`config.mk`:
```
export PLATFORM = sky130hd
export DESIGN_NAME = lru_block_cache_directory
export DESIGN_NICKNAME = d
export VERILOG_FILES = /design/src/rtl/core/lbcd_pkg.sv /design/src/rtl/core/lbcd_front.sv /design/src/rtl/core/lbcd_cmd_fifo.sv /design/src/rtl/core/lbcd_back.sv /design/src/rtl/core/lru_block_cache_directory.sv
export SDC_FILE = /design/constraint.sdc
export NUM_CORES = 2
export LEC_CHECK = 0
export ABC_CLOCK_PERIOD_IN_PS = 5050
export BUFFER_PORTS_ARGS = -buffer_cell sky130_fd_sc_hd__buf_2
export CAP_MARGIN = 20
export CORE_AREA = 2 2 495 497
export DETAILED_ROUTE_END_ITERATION = 8
export DIE_AREA = 0 0 497 499
export GPL_TIMING_DRIVEN = 0
export PLACE_DENSITY_LB_ADDON = 0.2
export SYNTH_ARGS = -nofsm -noshare
export SYNTH_HDL_FRONTEND = slang
export SYNTH_SLANG_ARGS = --single-unit
export TNS_END_PERCENT = 20
```
`constraint.sdc`:
```
create_clock -name clock -period 5.05 [get_ports clock]
set_input_delay 0 -clock clock [delete_from_list [all_inputs] [get_ports clock]]
set_output_delay 0 -clock clock [all_outputs]
set_load 0.005 [all_outputs]
```
`src/rtl/core/lbcd_pkg.sv`:
```
// Shared types and constants for the block cache directory.
// Used by the front end, the request queue, the back end and the top level.
package lbcd_pkg;

   localparam int DEFAULT_ENTRIES = 16;
   localparam int QUEUE_DEPTH     = 2;
   localparam int REQ_TYPE_W      = 2;
   localparam int ID_W            = 32;
   localparam int SIZE_W          = 32;
   localparam int RSP_SLOT_W      = 4;
   localparam int REQ_TDATA_W     = ID_W + SIZE_W;
   localparam int RSP_TDATA_W     = 40;

   localparam logic [SIZE_W-1:0] DEFAULT_SIZE_RESET = 32'h0001_0000;

   // Request type codes as they arrive on the bus
   localparam logic [REQ_TYPE_W-1:0] REQ_ACCESS = 2'd0;
   localparam logic [REQ_TYPE_W-1:0] REQ_QUERY  = 2'd1;
   localparam logic [REQ_TYPE_W-1:0] REQ_SET    = 2'd2;

   typedef enum logic [1:0] {
      OP_ACCESS,
      OP_QUERY,
      OP_SET
   } op_type;

   typedef struct packed {
      op_type            op;
      logic [ID_W-1:0]   blk_tag;
      logic [SIZE_W-1:0] new_size;
   } cmd_type;

   typedef struct packed {
      logic empty;
      logic full;
   } q_status_type;

   typedef enum logic [1:0] {
      ST_IDLE,
      ST_LOOKUP,
      ST_UPDATE
   } state_type;

endpackage

```
`src/rtl/core/lbcd_front.sv`:
```
// Front end: accepts requests and decodes the request type into an operation.
// Depends on lbcd_pkg; feeds lbcd_cmd_fifo.
module lbcd_front (
   input  logic                            req_tvalid,
   output logic                            req_tready,
   input  logic [lbcd_pkg::REQ_TDATA_W-1:0] req_tdata,  // block id, new_size
   input  logic [lbcd_pkg::REQ_TYPE_W-1:0]  req_tuser,  // req_type
   input  lbcd_pkg::q_status_type          q_status,
   output logic                            push,
   output lbcd_pkg::cmd_type               push_cmd
);
   import lbcd_pkg::*;

   op_type op;

   always_comb begin
      unique case (req_tuser)
         REQ_ACCESS: op = OP_ACCESS;
         REQ_QUERY:  op = OP_QUERY;
         REQ_SET:    op = OP_SET;
         default:    op = OP_QUERY;   // unused code behaves as a size query
      endcase
   end

   assign req_tready        = !q_status.full;
   assign push              = req_tvalid && !q_status.full;
   assign push_cmd.op       = op;
   assign push_cmd.blk_tag  = req_tdata[ID_W-1:0];
   assign push_cmd.new_size = req_tdata[ID_W+SIZE_W-1:ID_W];

endmodule

```
`src/rtl/core/lbcd_cmd_fifo.sv`:
```
// Short request queue between the front end and the back end.
// Depends on lbcd_pkg for the command type and queue depth.
module lbcd_cmd_fifo (
   input  logic                   clock,
   input  logic                   reset,
   input  logic                   push,
   input  lbcd_pkg::cmd_type      push_cmd,
   input  logic                   pop,
   output lbcd_pkg::cmd_type      pop_cmd,
   output lbcd_pkg::q_status_type status
);
   import lbcd_pkg::*;

   localparam int PTR_W = (QUEUE_DEPTH > 1) ? $clog2(QUEUE_DEPTH) : 1;
   localparam int CNT_W = $clog2(QUEUE_DEPTH + 1);

   cmd_type          mem_ff [QUEUE_DEPTH];
   logic [PTR_W-1:0] wr_ptr_ff, wr_ptr_in;
   logic [PTR_W-1:0] rd_ptr_ff, rd_ptr_in;
   logic [CNT_W-1:0] count_ff, count_in;
   logic             do_push, do_pop;

   assign status.empty = (count_ff == '0);
   assign status.full  = (count_ff == CNT_W'(QUEUE_DEPTH));
   assign do_push      = push && !status.full;
   assign do_pop       = pop && !status.empty;
   assign pop_cmd      = mem_ff[rd_ptr_ff];

   always_comb begin
      wr_ptr_in = wr_ptr_ff;
      rd_ptr_in = rd_ptr_ff;
      count_in  = count_ff;
      if (do_push) begin
         wr_ptr_in = (wr_ptr_ff == PTR_W'(QUEUE_DEPTH - 1)) ? '0 : wr_ptr_ff + 1'b1;
      end
      if (do_pop) begin
         rd_ptr_in = (rd_ptr_ff == PTR_W'(QUEUE_DEPTH - 1)) ? '0 : rd_ptr_ff + 1'b1;
      end
      if (do_push && !do_pop) begin
         count_in = count_ff + 1'b1;
      end else if (do_pop && !do_push) begin
         count_in = count_ff - 1'b1;
      end
   end

   always_ff @(posedge clock) begin
      if (reset) begin
         wr_ptr_ff <= '0;
         rd_ptr_ff <= '0;
         count_ff  <= '0;
      end else begin
         wr_ptr_ff <= wr_ptr_in;
         rd_ptr_ff <= rd_ptr_in;
         count_ff  <= count_in;
      end
   end

   always_ff @(posedge clock) begin
      if (do_push) begin
         mem_ff[wr_ptr_ff] <= push_cmd;
      end
   end

endmodule

```
`src/rtl/core/lbcd_back.sv`:
```
// Back end: directory entries, tag lookup, LRU update and the response register.
// Depends on lbcd_pkg; takes commands from lbcd_cmd_fifo.
module lbcd_back #(
   parameter int ENTRIES = lbcd_pkg::DEFAULT_ENTRIES
) (
   input  logic                             clock,
   input  logic                             reset,
   input  logic                             csr_we,
   input  logic [lbcd_pkg::SIZE_W-1:0]      csr_wdata,
   input  lbcd_pkg::cmd_type                q_cmd,
   input  lbcd_pkg::q_status_type           q_status,
   output logic                             q_pop,
   output logic                             rsp_valid,
   input  logic                             rsp_ready,
   output logic                             rsp_hit,
   output logic [lbcd_pkg::RSP_SLOT_W-1:0]  rsp_slot,
   output logic [lbcd_pkg::SIZE_W-1:0]      rsp_size
);
   import lbcd_pkg::*;

   localparam int SLOT_W = (ENTRIES > 1) ? $clog2(ENTRIES) : 1;
   localparam int RANK_W = SLOT_W;
   localparam int CNT_W  = $clog2(ENTRIES + 1);

   state_type         state_ff, state_in;
   cmd_type           cmd_ff;
   logic              valid_ff [ENTRIES];
   logic              valid_in [ENTRIES];
   logic [ID_W-1:0]   block_ff [ENTRIES];
   logic [ID_W-1:0]   block_in [ENTRIES];
   logic [SIZE_W-1:0] len_ff   [ENTRIES];
   logic [SIZE_W-1:0] len_in   [ENTRIES];
   logic [RANK_W-1:0] rank_ff  [ENTRIES];
   logic [RANK_W-1:0] rank_in  [ENTRIES];
   logic [CNT_W-1:0]  fill_ff, fill_in;
   logic [SIZE_W-1:0] default_size_ff, default_size_in;

   logic              hit_ff, hit_in;
   logic [SLOT_W-1:0] tgt_ff, tgt_in;
   logic [RANK_W:0]   old_rank_ff, old_rank_in;

   logic              rsp_valid_ff, rsp_valid_in;
   logic              rsp_hit_ff, rsp_hit_in;
   logic [RSP_SLOT_W-1:0] rsp_slot_ff, rsp_slot_in;
   logic [SIZE_W-1:0] rsp_size_ff, rsp_size_in;

   logic              load_cmd, lookup_en, commit, out_free, full;
   logic              m_found;
   logic [SLOT_W-1:0] m_idx, v_idx, free_idx;
   logic [CNT_W-1:0]  free_cnt;
   logic [SLOT_W+RSP_SLOT_W-1:0] slot_wide;
   logic [SIZE_W-1:0] tgt_len;

   assign out_free = !rsp_valid_ff || rsp_ready;
   assign full     = (fill_ff == CNT_W'(ENTRIES));
   assign free_cnt = CNT_W'(ENTRIES - 1) - fill_ff;
   assign free_idx = free_cnt[SLOT_W-1:0];
   assign tgt_len  = len_ff[tgt_ff];

   // Next state
   always_comb begin
      state_in = state_ff;
      unique case (state_ff)
         ST_IDLE:   if (!q_status.empty) state_in = ST_LOOKUP;
         ST_LOOKUP: state_in = ST_UPDATE;
         ST_UPDATE: begin
            if (out_free) state_in = q_status.empty ? ST_IDLE : ST_LOOKUP;
         end
         default:   state_in = ST_IDLE;
      endcase
   end

   // State outputs
   always_comb begin
      lookup_en = 1'b0;
      commit    = 1'b0;
      load_cmd  = 1'b0;
      unique case (state_ff)
         ST_IDLE:   load_cmd = !q_status.empty;
         ST_LOOKUP: lookup_en = 1'b1;
         ST_UPDATE: begin
            commit   = out_free;
            load_cmd = out_free && !q_status.empty;
         end
         default: ;
      endcase
   end

   assign q_pop = load_cmd;

   // Parallel tag compare, lowest matching slot wins
   always_comb begin
      m_found = 1'b0;
      m_idx   = '0;
      v_idx   = '0;
      for (int i = ENTRIES - 1; i >= 0; i--) begin
         if (valid_ff[i] && block_ff[i] == cmd_ff.blk_tag) begin
            m_found = 1'b1;
            m_idx   = SLOT_W'(i);
         end
         if (valid_ff[i] && rank_ff[i] == RANK_W'(ENTRIES - 1)) begin
            v_idx = SLOT_W'(i);
         end
      end
   end

   always_comb begin
      hit_in      = hit_ff;
      tgt_in      = tgt_ff;
      old_rank_in = old_rank_ff;
      if (lookup_en) begin
         hit_in = m_found;
         if (m_found) begin
            tgt_in      = m_idx;
            old_rank_in = {1'b0, rank_ff[m_idx]};
         end else if (cmd_ff.op != OP_ACCESS) begin
            tgt_in      = '0;
            old_rank_in = '0;
         end else if (!full) begin
            tgt_in      = free_idx;
            old_rank_in = (RANK_W+1)'(ENTRIES);
         end else begin
            tgt_in      = v_idx;
            old_rank_in = (RANK_W+1)'(ENTRIES - 1);
         end
      end
   end

   // Directory update
   always_comb begin
      fill_in = fill_ff;
      for (int i = 0; i < ENTRIES; i++) begin
         valid_in[i] = valid_ff[i];
         block_in[i] = block_ff[i];
         len_in[i]   = len_ff[i];
         rank_in[i]  = rank_ff[i];
         if (commit && cmd_ff.op == OP_ACCESS) begin
            if (tgt_ff == SLOT_W'(i)) begin
               valid_in[i] = 1'b1;
               rank_in[i]  = '0;
               if (!hit_ff) begin
                  block_in[i] = cmd_ff.blk_tag;
                  len_in[i]   = default_size_ff;
               end
            end else if (valid_ff[i] && {1'b0, rank_ff[i]} < old_rank_ff) begin
               rank_in[i] = rank_ff[i] + 1'b1;
            end
         end
         if (commit && cmd_ff.op == OP_SET && hit_ff && tgt_ff == SLOT_W'(i)) begin
            len_in[i] = cmd_ff.new_size;
         end
      end
      if (commit && cmd_ff.op == OP_ACCESS && !hit_ff && !full) begin
         fill_in = fill_ff + 1'b1;
      end
   end

   // Response register
   always_comb begin
      slot_wide    = {{RSP_SLOT_W{1'b0}}, tgt_ff};
      rsp_valid_in = rsp_valid_ff && !rsp_ready;
      rsp_hit_in   = rsp_hit_ff;
      rsp_slot_in  = rsp_slot_ff;
      rsp_size_in  = rsp_size_ff;
      if (commit) begin
         rsp_valid_in = 1'b1;
         rsp_hit_in   = hit_ff;
         rsp_slot_in  = slot_wide[RSP_SLOT_W-1:0];
         case (cmd_ff.op)
            OP_ACCESS: rsp_size_in = hit_ff ? tgt_len : default_size_ff;
            OP_SET:    rsp_size_in = hit_ff ? cmd_ff.new_size : '0;
            default:   rsp_size_in = hit_ff ? tgt_len : '0;
         endcase
      end
   end

   assign default_size_in = csr_we ? csr_wdata : default_size_ff;

   always_ff @(posedge clock) begin
      if (reset) begin
         state_ff        <= ST_IDLE;
         fill_ff         <= '0;
         rsp_valid_ff    <= 1'b0;
         default_size_ff <= DEFAULT_SIZE_RESET;
         for (int i = 0; i < ENTRIES; i++) valid_ff[i] <= 1'b0;
      end else begin
         state_ff        <= state_in;
         fill_ff         <= fill_in;
         rsp_valid_ff    <= rsp_valid_in;
         default_size_ff <= default_size_in;
         for (int i = 0; i < ENTRIES; i++) valid_ff[i] <= valid_in[i];
      end
   end

   always_ff @(posedge clock) begin
      if (load_cmd) cmd_ff <= q_cmd;
      hit_ff      <= hit_in;
      tgt_ff      <= tgt_in;
      old_rank_ff <= old_rank_in;
      rsp_hit_ff  <= rsp_hit_in;
      rsp_slot_ff <= rsp_slot_in;
      rsp_size_ff <= rsp_size_in;
      for (int i = 0; i < ENTRIES; i++) begin
         block_ff[i] <= block_in[i];
         len_ff[i]   <= len_in[i];
         rank_ff[i]  <= rank_in[i];
      end
   end

   assign rsp_valid = rsp_valid_ff;
   assign rsp_hit   = rsp_hit_ff;
   assign rsp_slot  = rsp_slot_ff;
   assign rsp_size  = rsp_size_ff;

`ifndef SYNTHESIS
   logic [ENTRIES-1:0] valid_vec;
   always_comb begin
      for (int i = 0; i < ENTRIES; i++) valid_vec[i] = valid_ff[i];
   end

   a_fill_matches_valid: assert property (@(posedge clock) disable iff (reset)
      $countones(valid_vec) == int'(fill_ff))
      else $error("fill count differs from number of valid slots");

   a_fill_bound: assert property (@(posedge clock) disable iff (reset)
      fill_ff <= CNT_W'(ENTRIES))
      else $error("fill count beyond directory size");

   a_rsp_from_update: assert property (@(posedge clock) disable iff (reset)
      $rose(rsp_valid_ff) |-> $past(state_ff) == ST_UPDATE)
      else $error("response raised outside update");

   a_hit_keeps_fill: assert property (@(posedge clock) disable iff (reset)
      commit && hit_ff |=> $stable(fill_ff))
      else $error("hit changed fill count");
`endif

endmodule

```
`src/rtl/core/lru_block_cache_directory.sv`:
```
// Fully associative block directory with LRU replacement.
// A request passes through the queue, then the lookup and update states of the back end,
// before its response is valid. The back end takes one request at a time through lookup
// then update, sharing the directory registers; the queue holds requests meanwhile.
// Reset: synchronous, active high; empties the directory and the queue,
// and loads the default size register with 65536.
module lru_block_cache_directory #(
   parameter int ENTRIES = lbcd_pkg::DEFAULT_ENTRIES
) (
   input  logic                             clock,
   input  logic                             reset,
   input  logic                             req_tvalid,
   output logic                             req_tready,
   input  logic [lbcd_pkg::REQ_TDATA_W-1:0] req_tdata,  // block id, new_size
   input  logic [lbcd_pkg::REQ_TYPE_W-1:0]  req_tuser,  // req_type
   output logic                             rsp_tvalid,
   input  logic                             rsp_tready,
   output logic [lbcd_pkg::RSP_TDATA_W-1:0] rsp_tdata,  // slot, entry_size, zero pad
   output logic                             rsp_tuser,  // hit
   input  logic                             csr_we,
   input  logic [lbcd_pkg::SIZE_W-1:0]      csr_wdata
);
   import lbcd_pkg::*;

   q_status_type           q_status;
   cmd_type                push_cmd, pop_cmd;
   logic                   push, pop;
   logic [RSP_SLOT_W-1:0]  slot;
   logic [SIZE_W-1:0]      entry_size;

   lbcd_front u_front (
      .req_tvalid (req_tvalid),
      .req_tready (req_tready),
      .req_tdata  (req_tdata),
      .req_tuser  (req_tuser),
      .q_status   (q_status),
      .push       (push),
      .push_cmd   (push_cmd)
   );

   lbcd_cmd_fifo u_fifo (
      .clock    (clock),
      .reset    (reset),
      .push     (push),
      .push_cmd (push_cmd),
      .pop      (pop),
      .pop_cmd  (pop_cmd),
      .status   (q_status)
   );

   lbcd_back #(
      .ENTRIES (ENTRIES)
   ) u_back (
      .clock     (clock),
      .reset     (reset),
      .csr_we    (csr_we),
      .csr_wdata (csr_wdata),
      .q_cmd     (pop_cmd),
      .q_status  (q_status),
      .q_pop     (pop),
      .rsp_valid (rsp_tvalid),
      .rsp_ready (rsp_tready),
      .rsp_hit   (rsp_tuser),
      .rsp_slot  (slot),
      .rsp_size  (entry_size)
   );

   assign rsp_tdata = {{(RSP_TDATA_W - RSP_SLOT_W - SIZE_W){1'b0}}, entry_size, slot};

endmodule
```
==> results.sh <==
export IMPL_tns_ps=0
export IMPL_post_synth_instance_area_um2=65200
export IMPL_io_pins=146
export IMPL_syn_avg_cell_area_um2=15.6
export IMPL_drt_pre_antenna_iters=6
export IMPL_cells_after_synth=4186
export IMPL_critical_path_n_buffers_inverters=4
export IMPL_hold_path_class="in2reg"
export IMPL_multi_input_comb_area_um2=22800
export IMPL_rows=181
export IMPL_start_util=0.269
export IMPL_crit_fanout=10
export IMPL_dieArea_um2=248000
export IMPL_drv_max_cap_violation_count=0
export IMPL_ws_path_type="reg2reg"
export IMPL_slew_viol_final=0
export IMPL_longest_clk_path_bufs=3
export IMPL_postSynth_asyncResetShare=0
export IMPL_final_seq_area_um2=41300
export IMPL_crit_path_end_kind="flip-flop"
export IMPL_drt_iter0_markers=4248
export IMPL_nNetsFinal=5000
export IMPL_post_drt_antenna_nets=0
export IMPL_finalSetupViolations=0
export IMPL_wire_per_inst_um=29.6
export IMPL_share_of_layout_cells_above_drive_strength_1=0.279
export IMPL_dr_total_vias=40700
export IMPL_synth_top_flop_cell="edfxtp_1"
export IMPL_totalWireLength_um=241000
export IMPL_dp_final_hpwl_um=163000
export IMPL_placement_io_buffers=139
export IMPL_grt_start_max_net_pins=44
export IMPL_tritoncts="yes"
export IMPL_clk_root_buffer_cell="clkbuf_16"
export IMPL_worst_setup_path_start_kind="flip-flop"
export IMPL_kind_of_cell_adding_the_most_delay_to_the_critical_path="simple AND/OR/NAND/NOR gates"
export IMPL_transition_at_the_pin_with_the_smallest_max_transition_slack_ps=1200
export IMPL_drt_vias_per_instance=4.98
export IMPL_ys_types=68
export IMPL_die_w_um=497
export IMPL_postLayoutCellArea_um2=80100
export IMPL_vias_in_the_first_global_route=40600
export IMPL_die_y_um=499
export IMPL_critical_path_arrival_ps=5490
export IMPL_status="completed"
export IMPL_fin_worst_skew_ps=25.0
export IMPL_max_stage_delay_on_crit_path_ps=620
export IMPL_area_growth_synth_to_final_pct=22.9
export IMPL_timing_critical_path_cells="buf_16 -> buf_6 -> buf_4 -> xor2_1 -> nor4_1 -> nand3_1 -> or4_1 -> nand2b_1 -> a311o_2 -> a21boi_4 -> buf_4 -> mux2i_1 -> o22ai_1 -> or3_1"
export IMPL_grt_overflow_total=0
export IMPL_track_usage=0.191
export IMPL_powerDensity_nw_per_um2=494
export IMPL_remaining_drc_errors=0
export IMPL_grt_first_pass_wirelength_um=331000
export IMPL_count_of_flip_flops_with_a_built_in_enable_after_synthesis=1333
export IMPL_max_vdd_ir_drop_mv=0.298
export IMPL_dpl_cell_area_um2=72700
export IMPL_fmaxAchievable_mhz=202
export IMPL_finalHoldViolations=0
export IMPL_number_of_antenna_violations_at_the_first_check_in_global_routing=21
export IMPL_worstPathRequired_ps=5600
export IMPL_clock_sinks=1397
export IMPL_finalCriticalPeriod_ps=4950
export IMPL_clkLatencyLatePin_ps=820
export IMPL_place_congestion=0.858
export IMPL_core_um2=243000
export IMPL_clock_buffers_created_by_tritoncts=154
export IMPL_maxSlewHeadroom=0.198
export IMPL_clk_pin_slew_worst_paths_ps=60
export IMPL_ys_warnings_count=0
export IMPL_synth_ff_latch_count=1397
export IMPL_synth_seq_area_share=0.634
export IMPL_crit_path_frequent_cell="buf_4"
export IMPL_fill_cells=23600
export IMPL_leakage_uw=0.0268
export IMPL_h_tree_depth=4
export IMPL_final_min_period_over_clock_period=0.979
export IMPL_crit_path_top_delay_cell="or4_1"
-- worst paths after layout --
kind,startpoint,endpoint,slack [ps],cells after the start
worst min register to register,u_fifo.count_ff[1],u_fifo.count_ff[1],510,2
worst min-delay path,req_tdata[50],u_fifo.mem_ff[0][18],20,2
worst max register to register,u_back.cmd_ff[62],u_back.old_rank_ff[0],100,14
worst max-delay path,u_back.cmd_ff[62],u_back.old_rank_ff[0],100,14
-- per-stage QoR --
| step | utilization | hold slack, ps | power [uW] | cells | setup slack, ps |
|---|---|---|---|---|---|
| after floorplan | - | 98.9 | 21300 | 4189 | 33.2 |
| after global placement | 0.288 | 188 | 27000 | 7530 | -6150 |
| after detailed placement | 0.300 | 191 | 28100 | 7645 | -713 |
| after CTS | 0.330 | 4.04 | 39800 | 8155 | 1.23 |
| after global routing | 0.330 | 29.0 | 40800 | 8160 | -0.457 |
| final | 0.330 | 17.3 | 39600 | 8163 | 104 |
-- cell families (layout without fill, tap and decap cells) --
family                     after synthesis  in the layout  synth area share
buffers and inverters                  324           1092            0.0222
adders and majority gates               67             67            0.0129
xor gates and xnor gates               552            552            0.0742
AOI/OAI and AO/OA                      282            282            0.0286
DFF                                   1397           1397             0.634
and+or+nand+nor                        773            773            0.0648
other                                    1              8         0.0000576
muxes                                  790            790             0.163
-- flip-flops by register name, indices dropped and copies added (netlist names), 5 cells and up, named ones only --
register and flops:
u_back.block_ff 512, u_back.cmd_ff 66, u_back.default_size_ff 32, u_back.fill_ff 5
u_back.len_ff 512, u_back.old_rank_ff 5, u_back.rank_ff 64, u_back.rsp_size 32
u_back.valid_ff 16, u_fifo.mem_ff 132
-- where the power goes --
part | leakage, uW | internal (uW) | switching (uW)
sequential | 0.0127 | 14100 | 693
combinational | 0.0117 | 4790 | 8720
clock | 0.00243 | 6410 | 4890
-- synth_stat cells (54+ instances only) --
cell type     n  area share
nor2_1      173       0.010
xor2_1      420       0.056
ha_1         67       0.013
nor4_1      177       0.017
clkbuf_1    205       0.012
xnor2_1     132       0.018
nand4_1      74      0.0071
mux4_2      160       0.055
dfxtp_1      64       0.020
nand2_1     103      0.0059
mux2_2      582        0.10
a21oi_1      75      0.0058
o21ai_0      61      0.0047
edfxtp_1   1333        0.61
nand3_1      54      0.0041
-- what timing repair did --
action                     in CTS  in global routing
hold buffers                  201                  0
gates cloned                    0                  0
gates resized for setup        24                 14
hold endpoints to repair      192                  0
setup buffers                  29                  2
setup endpoints to repair       7                  3
-- area by class of cell --
| type | instances | share of cell area |
|---|---|---|
| plain buffers | 302 | 0.0179 |
| well taps | 3202 | 0.0500 |
| clock buffers | 206 | 0.0521 |
| multi-input cells | 2468 | 0.285 |
| inverters | 16 | 0.000781 |
| diodes | 4 | 0.000125 |
| repair buffers | 491 | 0.0692 |
| flip-flops and latches | 1397 | 0.516 |
| clock inverters | 77 | 0.00957 |
-- cells in the final DEF (no fill, tap or decap), types with 22 or more instances in the layout --
cell | synthesis | routed
buf_6 | 14 | 23
buf_12 | 0 | 29
nand2b_1 | 28 | 28
xnor2_1 | 132 | 132
nor4_1 | 177 | 173
buf_8 | 0 | 36
nand4_1 | 74 | 74
nand3_1 | 54 | 54
edfxtp_1 | 1333 | 1333
clkinv_1 | 0 | 22
buf_2 | 36 | 157
buf_1 | 32 | 29
nor2_1 | 173 | 155
ha_1 | 67 | 67
a21o_1 | 32 | 32
clkbuf_1 | 205 | 244
mux4_2 | 160 | 160
mux2i_1 | 47 | 47
clkinv_2 | 0 | 28
a21oi_1 | 75 | 59
mux2_2 | 582 | 582
buf_4 | 21 | 60
and2_1 | 25 | 25
dlygate4sd3_1 | 0 | 201
clkbuf_16 | 0 | 157
dfxtp_1 | 64 | 64
xor2_1 | 420 | 420
o21ai_0 | 61 | 61
buf_16 | 0 | 53
nor3_1 | 45 | 45
nand2_1 | 103 | 103
a22oi_1 | 33 | 33
a22o_1 | 32 | 32
-- routing by layer --
layer / vias to the layer above / routed length, um / track usage
met4: 6 / 9040 / 0.0675
li1: 17500 / - / -
met5: - / 38 / 0
met2: 1524 / 112000 / 0.306
met3: 369 / 14000 / 0.0272
met1: 21200 / 107000 / 0.264
(Power assumes the default switching activity.)
